**config.mk**
```make
export PLATFORM = sky130hd
export DESIGN_NAME = run_slice_scanline_stretch
export DESIGN_NICKNAME = d
export VERILOG_FILES = /design/src/rtl/core/rsss_pkg.sv /design/src/rtl/core/rsss_setup.sv /design/src/rtl/core/rsss_front.sv /design/src/rtl/core/rsss_queue.sv /design/src/rtl/core/rsss_back.sv /design/src/rtl/core/run_slice_scanline_stretch.sv
export SDC_FILE = /design/constraint.sdc
export NUM_CORES = 1
export LEC_CHECK = 0
export BUFFER_PORTS_ARGS = -buffer_cell sky130_fd_sc_hd__buf_2
export CAP_MARGIN = 30
export CELL_PAD_IN_SITES_DETAIL_PLACEMENT = 2
export CELL_PAD_IN_SITES_GLOBAL_PLACEMENT = 2
export CORE_UTILIZATION = 40
export DETAILED_ROUTE_END_ITERATION = 12
export PLACE_DENSITY_LB_ADDON = 0.2
export SLEW_MARGIN = 25
export SYNTH_ARGS = -nofsm -noshare
export SYNTH_HDL_FRONTEND = slang
export SYNTH_SLANG_ARGS = --single-unit
```
**constraint.sdc**
```tcl
create_clock -name i_clk -period 5.45 [get_ports i_clk]
set_input_delay 0.8175 -clock i_clk [delete_from_list [all_inputs] [get_ports i_clk]]
set_output_delay 0.8175 -clock i_clk [all_outputs]
set_load 0.02 [all_outputs]
```
**src/rtl/core/rsss_pkg.sv**
```systemverilog
`timescale 1ns / 1ps

package rsss_pkg;

    localparam int SPAN_W   = 10;              // register span width
    localparam int COLOR_W  = 8;
    localparam int POS_W    = 11;              // running destination position
    localparam int IDX_W    = 11;              // source pixel counter
    localparam int ERR_W    = 13;              // signed error accumulator
    localparam int ADJ_W    = 11;              // 2 * remainder, 2 * span
    localparam int DIV_STEPS = SPAN_W;         // one quotient bit per step
    localparam int DIV_CNT_W = $clog2(DIV_STEPS);
    localparam int QUEUE_DEPTH = 2;

    // register map, index = paddr[3:2]
    localparam logic [1:0] REG_DEST_SPAN   = 2'd0;
    localparam logic [1:0] REG_SOURCE_SPAN = 2'd1;
    localparam logic [1:0] REG_TRANSPARENT = 2'd2;

    typedef enum logic [1:0] {
        K_FIRST,
        K_MIDDLE,
        K_LAST
    } t_kind;

    typedef struct packed {
        logic [COLOR_W-1:0] color;
        logic               visible;
        t_kind              kind;
    } t_job;

    // per-line step values from the setup divider
    typedef struct packed {
        logic [SPAN_W-1:0]        whole_step;
        logic [SPAN_W-1:0]        init_count;
        logic [SPAN_W-1:0]        last_count;
        logic [ADJ_W-1:0]         adj_up;
        logic [ADJ_W-1:0]         adj_down;
        logic signed [ERR_W-1:0]  err_init;
    } t_steps;

    typedef enum logic [1:0] {
        S_IDLE,
        S_LOAD,
        S_DIV,
        S_FIN
    } t_setup_state;

endpackage

```
**src/rtl/core/rsss_setup.sv**
```systemverilog
`timescale 1ns / 1ps

// Restoring divider, one quotient bit a cycle, then derives the step values.
module rsss_setup (
    input  logic                          i_clk,
    input  logic                          i_rst_n,
    input  logic                          i_start,
    input  logic [rsss_pkg::SPAN_W-1:0]   i_xd,
    input  logic [rsss_pkg::SPAN_W-1:0]   i_yd,
    output logic                          o_busy,
    output rsss_pkg::t_steps              o_steps
);

    rsss_pkg::t_setup_state r_state, n_state;
    logic [rsss_pkg::SPAN_W-1:0]    r_num, r_quo, r_rem, r_den;
    logic [rsss_pkg::DIV_CNT_W-1:0] r_cnt;
    rsss_pkg::t_steps               r_steps;

    logic load_en, step_en, fin_en;
    logic [rsss_pkg::SPAN_W:0] trial;
    logic                      q_bit;
    logic                      div_last;

    assign trial    = {r_rem, r_num[rsss_pkg::SPAN_W-1]};
    assign q_bit    = (trial >= {1'b0, r_den});
    assign div_last = (r_cnt == rsss_pkg::DIV_CNT_W'(rsss_pkg::DIV_STEPS - 1));

    always_comb begin
        n_state = r_state;
        unique case (r_state)
            rsss_pkg::S_IDLE: if (i_start) n_state = rsss_pkg::S_LOAD;
            rsss_pkg::S_LOAD: n_state = rsss_pkg::S_DIV;
            rsss_pkg::S_DIV: begin
                if (i_start)       n_state = rsss_pkg::S_LOAD;
                else if (div_last) n_state = rsss_pkg::S_FIN;
            end
            rsss_pkg::S_FIN: n_state = i_start ? rsss_pkg::S_LOAD : rsss_pkg::S_IDLE;
            default: n_state = rsss_pkg::S_IDLE;
        endcase
    end

    always_comb begin
        o_busy  = 1'b1;
        load_en = 1'b0;
        step_en = 1'b0;
        fin_en  = 1'b0;
        unique case (r_state)
            rsss_pkg::S_IDLE: o_busy  = 1'b0;
            rsss_pkg::S_LOAD: load_en = 1'b1;
            rsss_pkg::S_DIV:  step_en = 1'b1;
            rsss_pkg::S_FIN:  fin_en  = 1'b1;
            default: o_busy = 1'b1;
        endcase
    end

    always_ff @(posedge i_clk) begin
        if (!i_rst_n) begin
            r_state <= rsss_pkg::S_LOAD;    // derive reset values after reset
        end else begin
            r_state <= n_state;
        end
    end

    // final step values
    logic                            even_exact;
    logic signed [rsss_pkg::ERR_W-1:0] err_calc;

    assign even_exact = (r_rem == '0) && !r_quo[0];
    assign err_calc   = $signed({3'b000, r_rem})
                      - $signed({2'b00, r_den, 1'b0})
                      + (r_quo[0] ? $signed({3'b000, r_den}) : '0);

    always_ff @(posedge i_clk) begin
        if (load_en) begin
            r_num <= i_xd;
            r_den <= i_yd;
            r_rem <= '0;
            r_quo <= '0;
            r_cnt <= '0;
        end
        if (step_en) begin
            r_num <= {r_num[rsss_pkg::SPAN_W-2:0], 1'b0};
            r_rem <= q_bit ? rsss_pkg::SPAN_W'(trial - {1'b0, r_den})
                           : trial[rsss_pkg::SPAN_W-1:0];
            r_quo <= {r_quo[rsss_pkg::SPAN_W-2:0], q_bit};
            r_cnt <= r_cnt + 1'b1;
        end
        if (fin_en) begin
            r_steps.whole_step <= r_quo;
            r_steps.last_count <= {1'b0, r_quo[rsss_pkg::SPAN_W-1:1]} + 1'b1;
            r_steps.init_count <= {1'b0, r_quo[rsss_pkg::SPAN_W-1:1]}
                                  + (even_exact ? 1'b0 : 1'b1);
            r_steps.adj_up     <= {r_rem, 1'b0};
            r_steps.adj_down   <= {r_den, 1'b0};
            r_steps.err_init   <= err_calc;
        end
    end

    assign o_steps = r_steps;

endmodule

```
**src/rtl/core/rsss_front.sv**
```systemverilog
`timescale 1ns / 1ps

// Takes source pixels, tracks place in the line, tags first/middle/last.
module rsss_front (
    input  logic                           i_clk,
    input  logic                           i_rst_n,
    input  logic                           i_abort,
    input  logic                           i_busy,
    input  logic [rsss_pkg::SPAN_W-1:0]    i_yd,
    input  logic [rsss_pkg::COLOR_W-1:0]   i_transparent,
    input  logic                           i_valid,
    output logic                           o_ready,
    input  logic [rsss_pkg::COLOR_W-1:0]   i_pixel,
    input  logic                           i_q_full,
    output logic                           o_push,
    output rsss_pkg::t_job                 o_job
);

    logic [rsss_pkg::IDX_W-1:0] r_idx, n_idx;
    logic accept, short_span, is_last;

    assign o_ready    = !i_busy && !i_q_full;
    assign accept     = i_valid && o_ready;
    assign short_span = (i_yd < rsss_pkg::SPAN_W'(2));
    assign is_last    = (r_idx >= {1'b0, i_yd});

    always_comb begin
        o_job.color   = i_pixel;
        o_job.visible = (i_pixel != i_transparent);
        if (r_idx == '0)  o_job.kind = rsss_pkg::K_FIRST;
        else if (is_last) o_job.kind = rsss_pkg::K_LAST;
        else              o_job.kind = rsss_pkg::K_MIDDLE;
    end

    assign o_push = accept && !short_span;

    always_comb begin
        n_idx = r_idx;
        if (accept) begin
            if (short_span || (is_last && r_idx != '0)) n_idx = '0;
            else                                         n_idx = r_idx + 1'b1;
        end
    end

    always_ff @(posedge i_clk) begin
        if (!i_rst_n || i_abort) begin
            r_idx <= '0;
        end else begin
            r_idx <= n_idx;
        end
    end

endmodule

```
**src/rtl/core/rsss_queue.sv**
```systemverilog
`timescale 1ns / 1ps

// Short job queue between front and back.
module rsss_queue (
    input  logic           i_clk,
    input  logic           i_rst_n,
    input  logic           i_push,
    input  rsss_pkg::t_job i_job,
    output logic           o_full,
    input  logic           i_pop,
    output logic           o_valid,
    output rsss_pkg::t_job o_job
);

    localparam int PTR_W = $clog2(rsss_pkg::QUEUE_DEPTH);

    rsss_pkg::t_job r_mem [rsss_pkg::QUEUE_DEPTH];
    logic [PTR_W-1:0] r_wr, r_rd;
    logic [PTR_W:0]   r_cnt;
    logic do_push, do_pop;

    assign o_full  = (r_cnt == (PTR_W+1)'(rsss_pkg::QUEUE_DEPTH));
    assign o_valid = (r_cnt != '0);
    assign do_push = i_push && !o_full;
    assign do_pop  = i_pop && o_valid;
    assign o_job   = r_mem[r_rd];

    always_ff @(posedge i_clk) begin
        if (!i_rst_n) begin
            r_wr  <= '0;
            r_rd  <= '0;
            r_cnt <= '0;
        end else begin
            if (do_push) r_wr <= r_wr + 1'b1;
            if (do_pop)  r_rd <= r_rd + 1'b1;
            r_cnt <= r_cnt + (do_push ? 1'b1 : 1'b0) - (do_pop ? 1'b1 : 1'b0);
        end
    end

    always_ff @(posedge i_clk) begin
        if (do_push) r_mem[r_wr] <= i_job;
    end

endmodule

```
**src/rtl/core/rsss_back.sv**
```systemverilog
`timescale 1ns / 1ps

// Works out run length and start from the error term; output register.
module rsss_back (
    input  logic                          i_clk,
    input  logic                          i_rst_n,
    input  rsss_pkg::t_steps              i_steps,
    input  logic                          i_job_valid,
    input  rsss_pkg::t_job                i_job,
    output logic                          o_pop,
    output logic                          o_valid,
    input  logic                          i_ready,
    output logic [rsss_pkg::COLOR_W-1:0]  o_color,
    output logic [rsss_pkg::SPAN_W-1:0]   o_start,
    output logic [rsss_pkg::SPAN_W-1:0]   o_length,
    output logic                          o_visible,
    output logic                          o_last
);

    logic                              r_valid;
    logic [rsss_pkg::POS_W-1:0]        r_pos, n_pos;
    logic signed [rsss_pkg::ERR_W-1:0] r_err, n_err;
    logic [rsss_pkg::COLOR_W-1:0]      r_color;
    logic [rsss_pkg::SPAN_W-1:0]       r_start, r_length;
    logic                              r_visible, r_last;

    logic [rsss_pkg::POS_W-1:0]        start;
    logic [rsss_pkg::SPAN_W-1:0]       len;
    logic signed [rsss_pkg::ERR_W-1:0] err_sum;

    assign o_pop   = i_job_valid && (!r_valid || i_ready);
    assign err_sum = r_err + $signed({2'b00, i_steps.adj_up});
    assign start   = (i_job.kind == rsss_pkg::K_FIRST) ? '0 : r_pos;

    always_comb begin
        len   = i_steps.init_count;
        n_err = r_err;
        n_pos = start + {1'b0, len};
        unique case (i_job.kind)
            rsss_pkg::K_FIRST: begin
                len   = i_steps.init_count;
                n_err = i_steps.err_init;
                n_pos = start + {1'b0, len};
            end
            rsss_pkg::K_MIDDLE: begin
                if (err_sum > 0) begin
                    len   = i_steps.whole_step + 1'b1;
                    n_err = err_sum - $signed({2'b00, i_steps.adj_down});
                end else begin
                    len   = i_steps.whole_step;
                    n_err = err_sum;
                end
                n_pos = start + {1'b0, len};
            end
            rsss_pkg::K_LAST: begin
                len   = i_steps.last_count;
                n_pos = '0;
            end
            default: begin
                len = i_steps.init_count;
            end
        endcase
    end

    always_ff @(posedge i_clk) begin
        if (!i_rst_n) begin
            r_valid <= 1'b0;
        end else if (o_pop) begin
            r_valid <= 1'b1;
        end else if (i_ready) begin
            r_valid <= 1'b0;
        end
    end

    always_ff @(posedge i_clk) begin
        if (o_pop) begin
            r_pos     <= n_pos;
            r_err     <= n_err;
            r_color   <= i_job.color;
            r_start   <= start[rsss_pkg::SPAN_W-1:0];
            r_length  <= len;
            r_visible <= i_job.visible;
            r_last    <= (i_job.kind == rsss_pkg::K_LAST);
        end
    end

    assign o_valid   = r_valid;
    assign o_color   = r_color;
    assign o_start   = r_start;
    assign o_length  = r_length;
    assign o_visible = r_visible;
    assign o_last    = r_last;

endmodule

```
**src/rtl/core/run_slice_scanline_stretch.sv**
```systemverilog
`timescale 1ns / 1ps

// Scanline stretcher: turns each source pixel beat into one run beat (colour,
// start, length, visible flag in tuser, tlast on the final run of the line)
// by run-length slice stepping. Throughput is one pixel a clock while m_tready
// stays high and the setup divider is idle. An accepted pixel's job is written
// to the job queue and its run then to the output register, where the run can
// be taken. After reset and after every write to dest_span, source_span or
// transparent_index, s_tready stays low while the setup divider (load, 10
// divide steps, finish) derives the whole step and error terms; any such
// write also restarts the line. A line is source_span+1 pixels. With
// source_span below two, pixels are consumed and give no run. Registers:
// dest_span at 0x0, source_span at 0x4, transparent_index at 0x8; pready is
// tied high.
module run_slice_scanline_stretch #(
    parameter int MAX_SPAN = 1024
) (
    input  logic        i_clk,
    input  logic        i_rst_n,
    // configuration
    input  logic        psel,
    input  logic        penable,
    input  logic        pwrite,
    input  logic [3:0]  paddr,
    input  logic [31:0] pwdata,
    output logic [31:0] prdata,
    output logic        pready,
    // source pixels
    input  logic        s_tvalid,
    output logic        s_tready,
    input  logic [7:0]  s_tdata,     // [7:0] source_pixel
    // runs
    output logic        m_tvalid,
    input  logic        m_tready,
    output logic [31:0] m_tdata,     // [7:0] run_color, [17:8] run_start,
                                     // [27:18] run_length, [31:28] zero
    output logic        m_tlast,     // line_end
    output logic        m_tuser      // run_visible
);

    localparam logic [12:0] SPAN_LIM = 13'(MAX_SPAN - 1);

    // register file
    logic [rsss_pkg::SPAN_W-1:0]  r_dest_span, r_source_span;
    logic [rsss_pkg::COLOR_W-1:0] r_transparent;
    logic                         cfg_wr, cfg_hit;

    assign pready  = 1'b1;
    assign cfg_wr  = psel && penable && pwrite && pready;
    assign cfg_hit = cfg_wr && (paddr[3:2] == rsss_pkg::REG_DEST_SPAN
                             || paddr[3:2] == rsss_pkg::REG_SOURCE_SPAN
                             || paddr[3:2] == rsss_pkg::REG_TRANSPARENT);

    always_ff @(posedge i_clk) begin
        if (!i_rst_n) begin
            r_dest_span   <= rsss_pkg::SPAN_W'(3);
            r_source_span <= rsss_pkg::SPAN_W'(2);
            r_transparent <= rsss_pkg::COLOR_W'(255);
        end else if (cfg_wr) begin
            case (paddr[3:2])
                rsss_pkg::REG_DEST_SPAN:   r_dest_span   <= pwdata[9:0];
                rsss_pkg::REG_SOURCE_SPAN: r_source_span <= pwdata[9:0];
                rsss_pkg::REG_TRANSPARENT: r_transparent <= pwdata[7:0];
                default: ;
            endcase
        end
    end

    always_comb begin
        case (paddr[3:2])
            rsss_pkg::REG_DEST_SPAN:   prdata = {22'd0, r_dest_span};
            rsss_pkg::REG_SOURCE_SPAN: prdata = {22'd0, r_source_span};
            rsss_pkg::REG_TRANSPARENT: prdata = {24'd0, r_transparent};
            default:                   prdata = '0;
        endcase
    end

    // spans clamped to the largest supported span
    logic [rsss_pkg::SPAN_W-1:0] xd, yd;
    assign xd = ({3'b000, r_dest_span} > SPAN_LIM)
              ? SPAN_LIM[rsss_pkg::SPAN_W-1:0] : r_dest_span;
    assign yd = ({3'b000, r_source_span} > SPAN_LIM)
              ? SPAN_LIM[rsss_pkg::SPAN_W-1:0] : r_source_span;

    logic             busy;
    rsss_pkg::t_steps steps;

    rsss_setup u_setup (
        .i_clk   (i_clk),
        .i_rst_n (i_rst_n),
        .i_start (cfg_hit),
        .i_xd    (xd),
        .i_yd    (yd),
        .o_busy  (busy),
        .o_steps (steps)
    );

    logic           q_full, q_push, q_pop, q_valid;
    rsss_pkg::t_job f_job, q_job;

    rsss_front u_front (
        .i_clk         (i_clk),
        .i_rst_n       (i_rst_n),
        .i_abort       (cfg_hit),
        .i_busy        (busy),
        .i_yd          (yd),
        .i_transparent (r_transparent),
        .i_valid       (s_tvalid),
        .o_ready       (s_tready),
        .i_pixel       (s_tdata),
        .i_q_full      (q_full),
        .o_push        (q_push),
        .o_job         (f_job)
    );

    rsss_queue u_queue (
        .i_clk   (i_clk),
        .i_rst_n (i_rst_n),
        .i_push  (q_push),
        .i_job   (f_job),
        .o_full  (q_full),
        .i_pop   (q_pop),
        .o_valid (q_valid),
        .o_job   (q_job)
    );

    logic [rsss_pkg::COLOR_W-1:0] run_color;
    logic [rsss_pkg::SPAN_W-1:0]  run_start, run_length;

    rsss_back u_back (
        .i_clk       (i_clk),
        .i_rst_n     (i_rst_n),
        .i_steps     (steps),
        .i_job_valid (q_valid),
        .i_job       (q_job),
        .o_pop       (q_pop),
        .o_valid     (m_tvalid),
        .i_ready     (m_tready),
        .o_color     (run_color),
        .o_start     (run_start),
        .o_length    (run_length),
        .o_visible   (m_tuser),
        .o_last      (m_tlast)
    );

    assign m_tdata = {4'd0, run_length, run_start, run_color};

endmodule

```
== Word-level counts from Yosys, hierarchy flattened ==
Memory sizes are Yosys's and may differ from the RTL's. A register that Yosys moved wholly into a read port is not among the register bits.
Cells that the tools add are included.

* Div/mod/pow operators: 0
* $lt $le $gt $ge: 4
* Add/subtract/negate cells: 16
* Multipliers: 0
* Reduce and logical (&&, ||, !) cells: 36
* Mux-type cells: 37
* Shift operators: 0
* Equal/unequal tests: 12
* Bitwise gates (word level): 0

{| class="wikitable"
|+ Operator list
! operator !! count
|-
| 10-bit 2-to-1 mux || 9
|-
| 10-bit one-hot mux with 3 select lines || 1
|-
| 13-bit one-hot mux with 2 select lines || 1
|-
| 11-bit by 10-bit adder with 11-bit output || 2
|-
| 11-bit by 10-bit greater-or-equal comparator with 1-bit output || 2
|-
| 11-bit 2-to-1 mux || 2
|-
| 11-bit one-hot mux with 2 select lines || 1
|-
| 10-bit one-hot mux with 2 select lines || 1
|-
| 13-bit by 12-bit adder with 13-bit output || 1
|-
| 13-bit adder || 1
|-
| 13-bit by 1-bit > comparator with 1-bit output, second input constant || 1
|-
| 1-bit 2-to-1 mux || 13
|-
| 13-bit 2-to-1 mux || 1
|-
| 13-bit by 12-bit subtractor with 13-bit output || 1
|-
| 10-bit by 11-bit subtractor with 12-bit output || 1
|-
| 11-bit by 1-bit adder with 11-bit output, second input constant || 1
|-
| 1-bit logical AND || 11
|-
| 11-bit zero test || 1
|-
| 11-bit nonzero test || 1
|-
| 10-bit by 1-bit adder with 10-bit output, second input constant || 1
|-
| 9-bit by 1-bit adder with 10-bit output, second input constant || 1
|-
| 9-bit by 10-bit adder with 10-bit output || 1
|-
| 2-bit == test, second input constant || 5
|-
| 10-bit zero test || 1
|-
| 19 further kinds || 44
|}

* Memories kept: 1
* Bits in registers: 207
* Latch bits: 0
* Output and inout port bits: 69
* Memory bits (read-only): 0
* Logic and storage cells: 134
* Bits in writable memories: 22

{| class="wikitable"
|+ Memory list
! name !! depth !! width !! rd ports !! clocked after memory_dff !! write ports !! RTL line !! source
|-
| u_queue.r_mem || 2 || 11 || 1 || 1 || 1 || rsss_queue.sv:17 || <nowiki>rsss_pkg::t_job r_mem [rsss_pkg::QUEUE_DEPTH];</nowiki>
|}

== Depth between registers and ports, before layout ==
* Depth in word-level cells: 9
* Gate-level depth with buffers: 22
* Gate-level depth less buffers: 20

== Modules after synthesis ==
A second synthesis with hierarchy kept.

* Cells, all modules: 1253
* Area, all modules: 13392.8 um^2

{| class="wikitable"
|+ Modules (own cells, without submodules)
! module !! area an instance (um^2) !! instances !! cells an instance
|-
| rsss_setup || 5589.1 || 1 || 442
|-
| rsss_back || 4077.7 || 1 || 434
|-
| run_slice_scanline_stretch || 1575.3 || 1 || 178
|-
| rsss_front || 1121.1 || 1 || 138
|-
| rsss_queue || 1029.7 || 1 || 61
|}

== Worst setup path before layout ==
Ideal clock, no wire load.

* Path kind: register to register
* Start point: register u_setup.r_steps (netlist bit u_setup.o_steps[25])
* End point: register u_back.r_pos[9] in the netlist's numbering, data pin
* Path slack: 0.487 ns
* Arrival time: 4.825 ns
* Cell stages (with the launch flop): 22
* Buffers on the path: 2
* Period minus slack after synthesis: 4.963 ns
* Cell sequence: edfxtp_1 > ha_1 > fa_1 > a211oi_1 > o21bai_1 > a31oi_1 > xnor2_1 > nand4bb_1 > buf_2 > o21a_1 > buf_6 > mux2i_1 > a21oi_1 > ha_1 > a21oi_1 > o21ai_0 > a2111oi_0 > nor3_1 > nor3_1 > nor4b_1 > mux2i_1 > nand4_1

* Cells in the longest elaborated chain, start to end: 6

{| class="wikitable"
|+ RTL lines
! item !! RTL line !! source
|-
| start, declared || rsss_setup.sv:17 || <nowiki>rsss_pkg::t_steps r_steps;</nowiki>
|-
| 13-bit by 12-bit adder with 13-bit output || rsss_back.sv:32 || <nowiki>assign err_sum = r_err + $signed({2'b00, i_steps.adj_up});</nowiki>
|-
| 13-bit by 1-bit > comparator with 1-bit output || rsss_back.sv:46 || <nowiki>if (err_sum > 0) begin</nowiki>
|-
| 10-bit 2-to-1 mux || rsss_back.sv:46 ||
|-
| 10-bit 2-to-1 mux || rsss_back.sv:39 || <nowiki>unique case (i_job.kind)</nowiki>
|-
| 11-bit by 10-bit adder with 11-bit output || rsss_back.sv:53 || <nowiki>n_pos = start + {1'b0, len};</nowiki>
|-
| 11-bit one-hot mux with 2 select lines || rsss_back.sv:39 ||
|-
| end signal, assigned || rsss_back.sv:77 || <nowiki>r_pos <= n_pos;</nowiki>
|-
| end, declared || rsss_back.sv:21 || <nowiki>logic [rsss_pkg::POS_W-1:0] r_pos, n_pos;</nowiki>
|}

No other way between the ends. The select of a mux whose other input is x is not followed.
A chain may end at the register's enable or synchronous reset.

== Worst setup path after layout ==
Ends and elaborated chain as after synthesis.

==> impl_metrics.env <==
export IMPL_dpl_cell_count=1656
export IMPL_rows=65
export IMPL_cts_buffer_depth=3
export IMPL_drc=0
export IMPL_synth_edf_count=181
export IMPL_viasPerCell=5.475
export IMPL_p_clk_share_pct=17.9
export IMPL_die_x_um=181.3
export IMPL_antenna_found_initial=0
export IMPL_clock_skew_ns=0.02945
export IMPL_grt_pass1_vias=10283
export IMPL_synth_cell_type_count=71
export IMPL_ys_async_sr_fraction_pct=0
export IMPL_clk_latency_ns=0.57
export IMPL_fin_hold_ws_ns=0.4732
export IMPL_dieArea_sq_mm=0.03287
export IMPL_yosysSeqAreaShare_pct=49.74
export IMPL_overflow=0
export IMPL_num_vias=9346
export IMPL_ys_warn_count=0
export IMPL_cpLargestDelayFamily="compound AO/OA/AOI/OAI gates"
export IMPL_critPathLaunchType="register"
export IMPL_cp_depth=21
export IMPL_crit_arrival_ns=5.46
export IMPL_synth_area_per_cell_sq_um=10.64
export IMPL_period_minus_slack_ns=5.182
export IMPL_cts_setup_buffers=0
export IMPL_power_w=0.01005
export IMPL_wire_per_inst_um=22.05
export IMPL_finalSetupViolCount=0
export IMPL_wl_um=37640
export IMPL_clk_pin_slew_ns=0.06
export IMPL_gr_usage_all_layers_pct=23.34
export IMPL_grt_pass1_wl_um=59270
export IMPL_slowest_stage="a2111oi_2"
export IMPL_timing_critical_path_buf_inv=2
export IMPL_maxSlewViolCount=0
export IMPL_drive_gt1_share_pct=12.49
export IMPL_r2r_start="u_setup.o_steps[25]"
export IMPL_end_kind="register"
export IMPL_yosys_area_top_type="edfxtp_1"
export IMPL_p_leak_nw=5.833
export IMPL_cts_tree="built"
export IMPL_ys_flop_type="edfxtp_1"
export IMPL_ys_ff_latch=229
export IMPL_gp_congestion=0.7800
export IMPL_yosys_top_cells_area="edfxtp_1, ha_1, dfxtp_1"
export IMPL_path_class="register to register"
export IMPL_cellPowerDensity_mw_per_mm2=692.0
export IMPL_numClockSinks=229
export IMPL_numPortBuffers=68
export IMPL_root_buffer="clkbuf_16"
export IMPL_synth_top_cell_area_share_pct=42.27
export IMPL_hold_violations=0
export IMPL_seqPwrFrac_pct=31.9
export IMPL_cts_buffers=27
export IMPL_rsz0062_at_grt="no"
export IMPL_status="complete, no violations"
export IMPL_sw_frac_of_total_pct=42.32
export IMPL_ff2ff_path_depth=21
export IMPL_fp_coreArea_sq_mm=0.03156
export IMPL_diodes=0
export IMPL_crit_required_ns=5.73
export IMPL_drt_iter0_drc=298
export IMPL_dp_hpwl_um=27250
export IMPL_drt_pre_antenna_iters=4
export IMPL_tightestPinTransition_ns=0.9278
export IMPL_maxSlewHeadroom_pct=38.15
export IMPL_timing_final_crit_share_pct=95.08
export IMPL_io_pins=120
export IMPL_post_place_ws_ns=-0.1108
export IMPL_endpoint="u_back.r_pos[9]"
export IMPL_nFillCells=3298
export IMPL_post_route_util_pct=46.03
export IMPL_fmaxAchievable_mhz=193.0
export IMPL_grt_max_degree=46
export IMPL_die_h_um=181.3
export IMPL_r2r_slack_ns=0.27
export IMPL_layout_cells_non_filler=1707
export IMPL_cap_violations=0
export IMPL_syn_area_sq_mm=0.01286
export IMPL_crit_start="u_setup.o_steps[25]"
export IMPL_combPwrFrac_pct=50.2
export IMPL_switchingPower_w=0.004253
export IMPL_min_path_type="input pin to register"
export IMPL_ant_nets=0
export IMPL_path_max_fanout=6
export IMPL_internal_power_w=0.005797
export IMPL_cp_cell_sequence="ha_1 -> fa_1 -> a211oi_2 -> o21bai_1 -> a31oi_1 -> xnor2_1 -> nand4bb_4 -> o21a_1 -> mux2i_1 -> a21oi_1 -> ha_1 -> a21oi_1 -> o21ai_1 -> a2111oi_2 -> buf_4 -> o21a_1 -> nor3_1 -> buf_4 -> nor4b_2 -> mux2i_1 -> nand4_1"
export IMPL_irDropWorstVdd_v=0.0002777
export IMPL_timing_final_ws_setup_ns=0.2682
export IMPL_critPathMaxStageDelay_ns=0.48
export IMPL_r2r_end="u_back.r_pos[9]"
export IMPL_area_delta_synth_final_pct=12.95
export IMPL_initial_utilization_pct=40.75
export IMPL_htree_num_levels=1
export IMPL_fin_nets=1428
export IMPL_syn_inst=1208
[layout by cell type (no fill, tap or decap), drive strengths merged, types with 27 or more instances in the layout]
cell / count
xnor2: 44
edfxtp: 181
clkbuf: 35
nor2: 87
and2: 37
xor2: 39
conb: 27
nor2b: 36
nand3: 35
mux2i: 35
ha: 87
a21oi: 49
inv: 67
buf: 86
dfxtp: 48
o21ai: 51
nand2: 127
[power groups by stage]
| stage | registers [W] | logic, W | clock network (W) |
|---|---|---|---|
| 5_1_grt | 0.00327 | 0.00557 | 0.00189 |
| 4_1_cts | 0.00322 | 0.00505 | 0.00184 |
| 3_5_place_dp | 0.00324 | 0.00492 | 0 |
| 6_report | 0.00321 | 0.00504 | 0.00180 |
| 2_1_floorplan | 0.00318 | 0.00348 | 0 |
| 3_3_place_gp | 0.00317 | 0.00462 | 0 |
[kinds of logic after synthesis]
kind of cell	Yosys count	synth area share, %
buffers and inverters	130	4.729
xor gates and xnor gates	83	5.712
DFF	229	49.74
AOI/OAI and AO/OA	215	11.04
and+or+nand+nor	409	15.54
muxes	47	3.775
adders and majority gates	93	9.400
other	2	0.05840
[worst min-delay path by stage]
stage                      from                  end  slack [ns]  depth (start not counted)
2_1_floorplan  u_setup.r_quo[3]  u_setup.o_steps[58]        0.42                          0
3_3_place_gp     r_dest_span[4]       r_dest_span[4]        0.47                          2
3_5_place_dp     r_dest_span[5]       r_dest_span[5]        0.48                          2
4_1_cts              s_tdata[4]  u_queue.r_mem[1][7]        0.45                          1
5_1_grt              s_tdata[4]  u_queue.r_mem[0][7]        0.46                          1
6_report             s_tdata[4]  u_queue.r_mem[1][7]        0.47                          1
[registers in the layout, summed over array words and instances (netlist names), 2 cells and up, named ones only]
register         flops
u_setup.o_steps     63
u_queue.r_mem       22
u_back.r_err        13
u_front.r_idx       11
r_dest_span         10
r_source_span       10
u_back.o_length     10
u_back.o_start      10
u_back.r_pos        10
u_setup.r_den       10
u_setup.r_num       10
u_setup.r_quo       10
u_setup.r_rem       10
r_transparent        8
u_back.o_color       8
u_setup.r_cnt        4
u_queue.r_cnt        2
u_setup.r_state      2
[cells in the mapped netlist, drive strengths merged (12+ instances only)]
cell	count
ha	87
xnor2	44
nor2	87
nand2	127
nor3	21
mux2	12
nand3	35
and2	37
nor2b	36
a31oi	15
a21oi	49
clkbuf	31
edfxtp	181
a21o	16
buf	33
o21ai	51
dfxtp	48
xor2	39
nand4	13
mux2i	35
a21boi	22
inv	66
[per-layer routing]
layer	vias up	track usage, %	routed length, um
met2	164	42.82	19570
met1	4689	28.11	15870
li1	4425	-	-
met3	68	2.681	1021
met5	-	0	0
met4	0	8.068	1179
[what timing repair did]
item                       in CTS  in global routing
hold buffers                    0                  0
pin swaps                       0                  2
gates cloned                    0                  0
setup endpoints to repair       1                  2
resized for setup               2                  8
[cell type report]
class                           count  area [sq um]  share of cell area (%)
Clock inverter                     15         106.4                  0.7323
Clock buffer                       35         765.7                   5.272
Inverter                           66         247.7                   1.706
Tap cell                          402         503.0                   3.463
Timing Repair Buffer               86         479.2                   3.299
Sequential cell                   229          6396                   44.04
Multi-Input combinational cell    874          6026                   41.49
[stage by stage]
step	setup TNS, ns	cell area [sq um]
after global placement	0	13580
final	0	14520
after global routing	0	14520
after CTS	0	14460
after floorplan	0	12950
after detailed placement	-0.1108	13580
No activity file was read; power rests on OpenSTA's default activity.
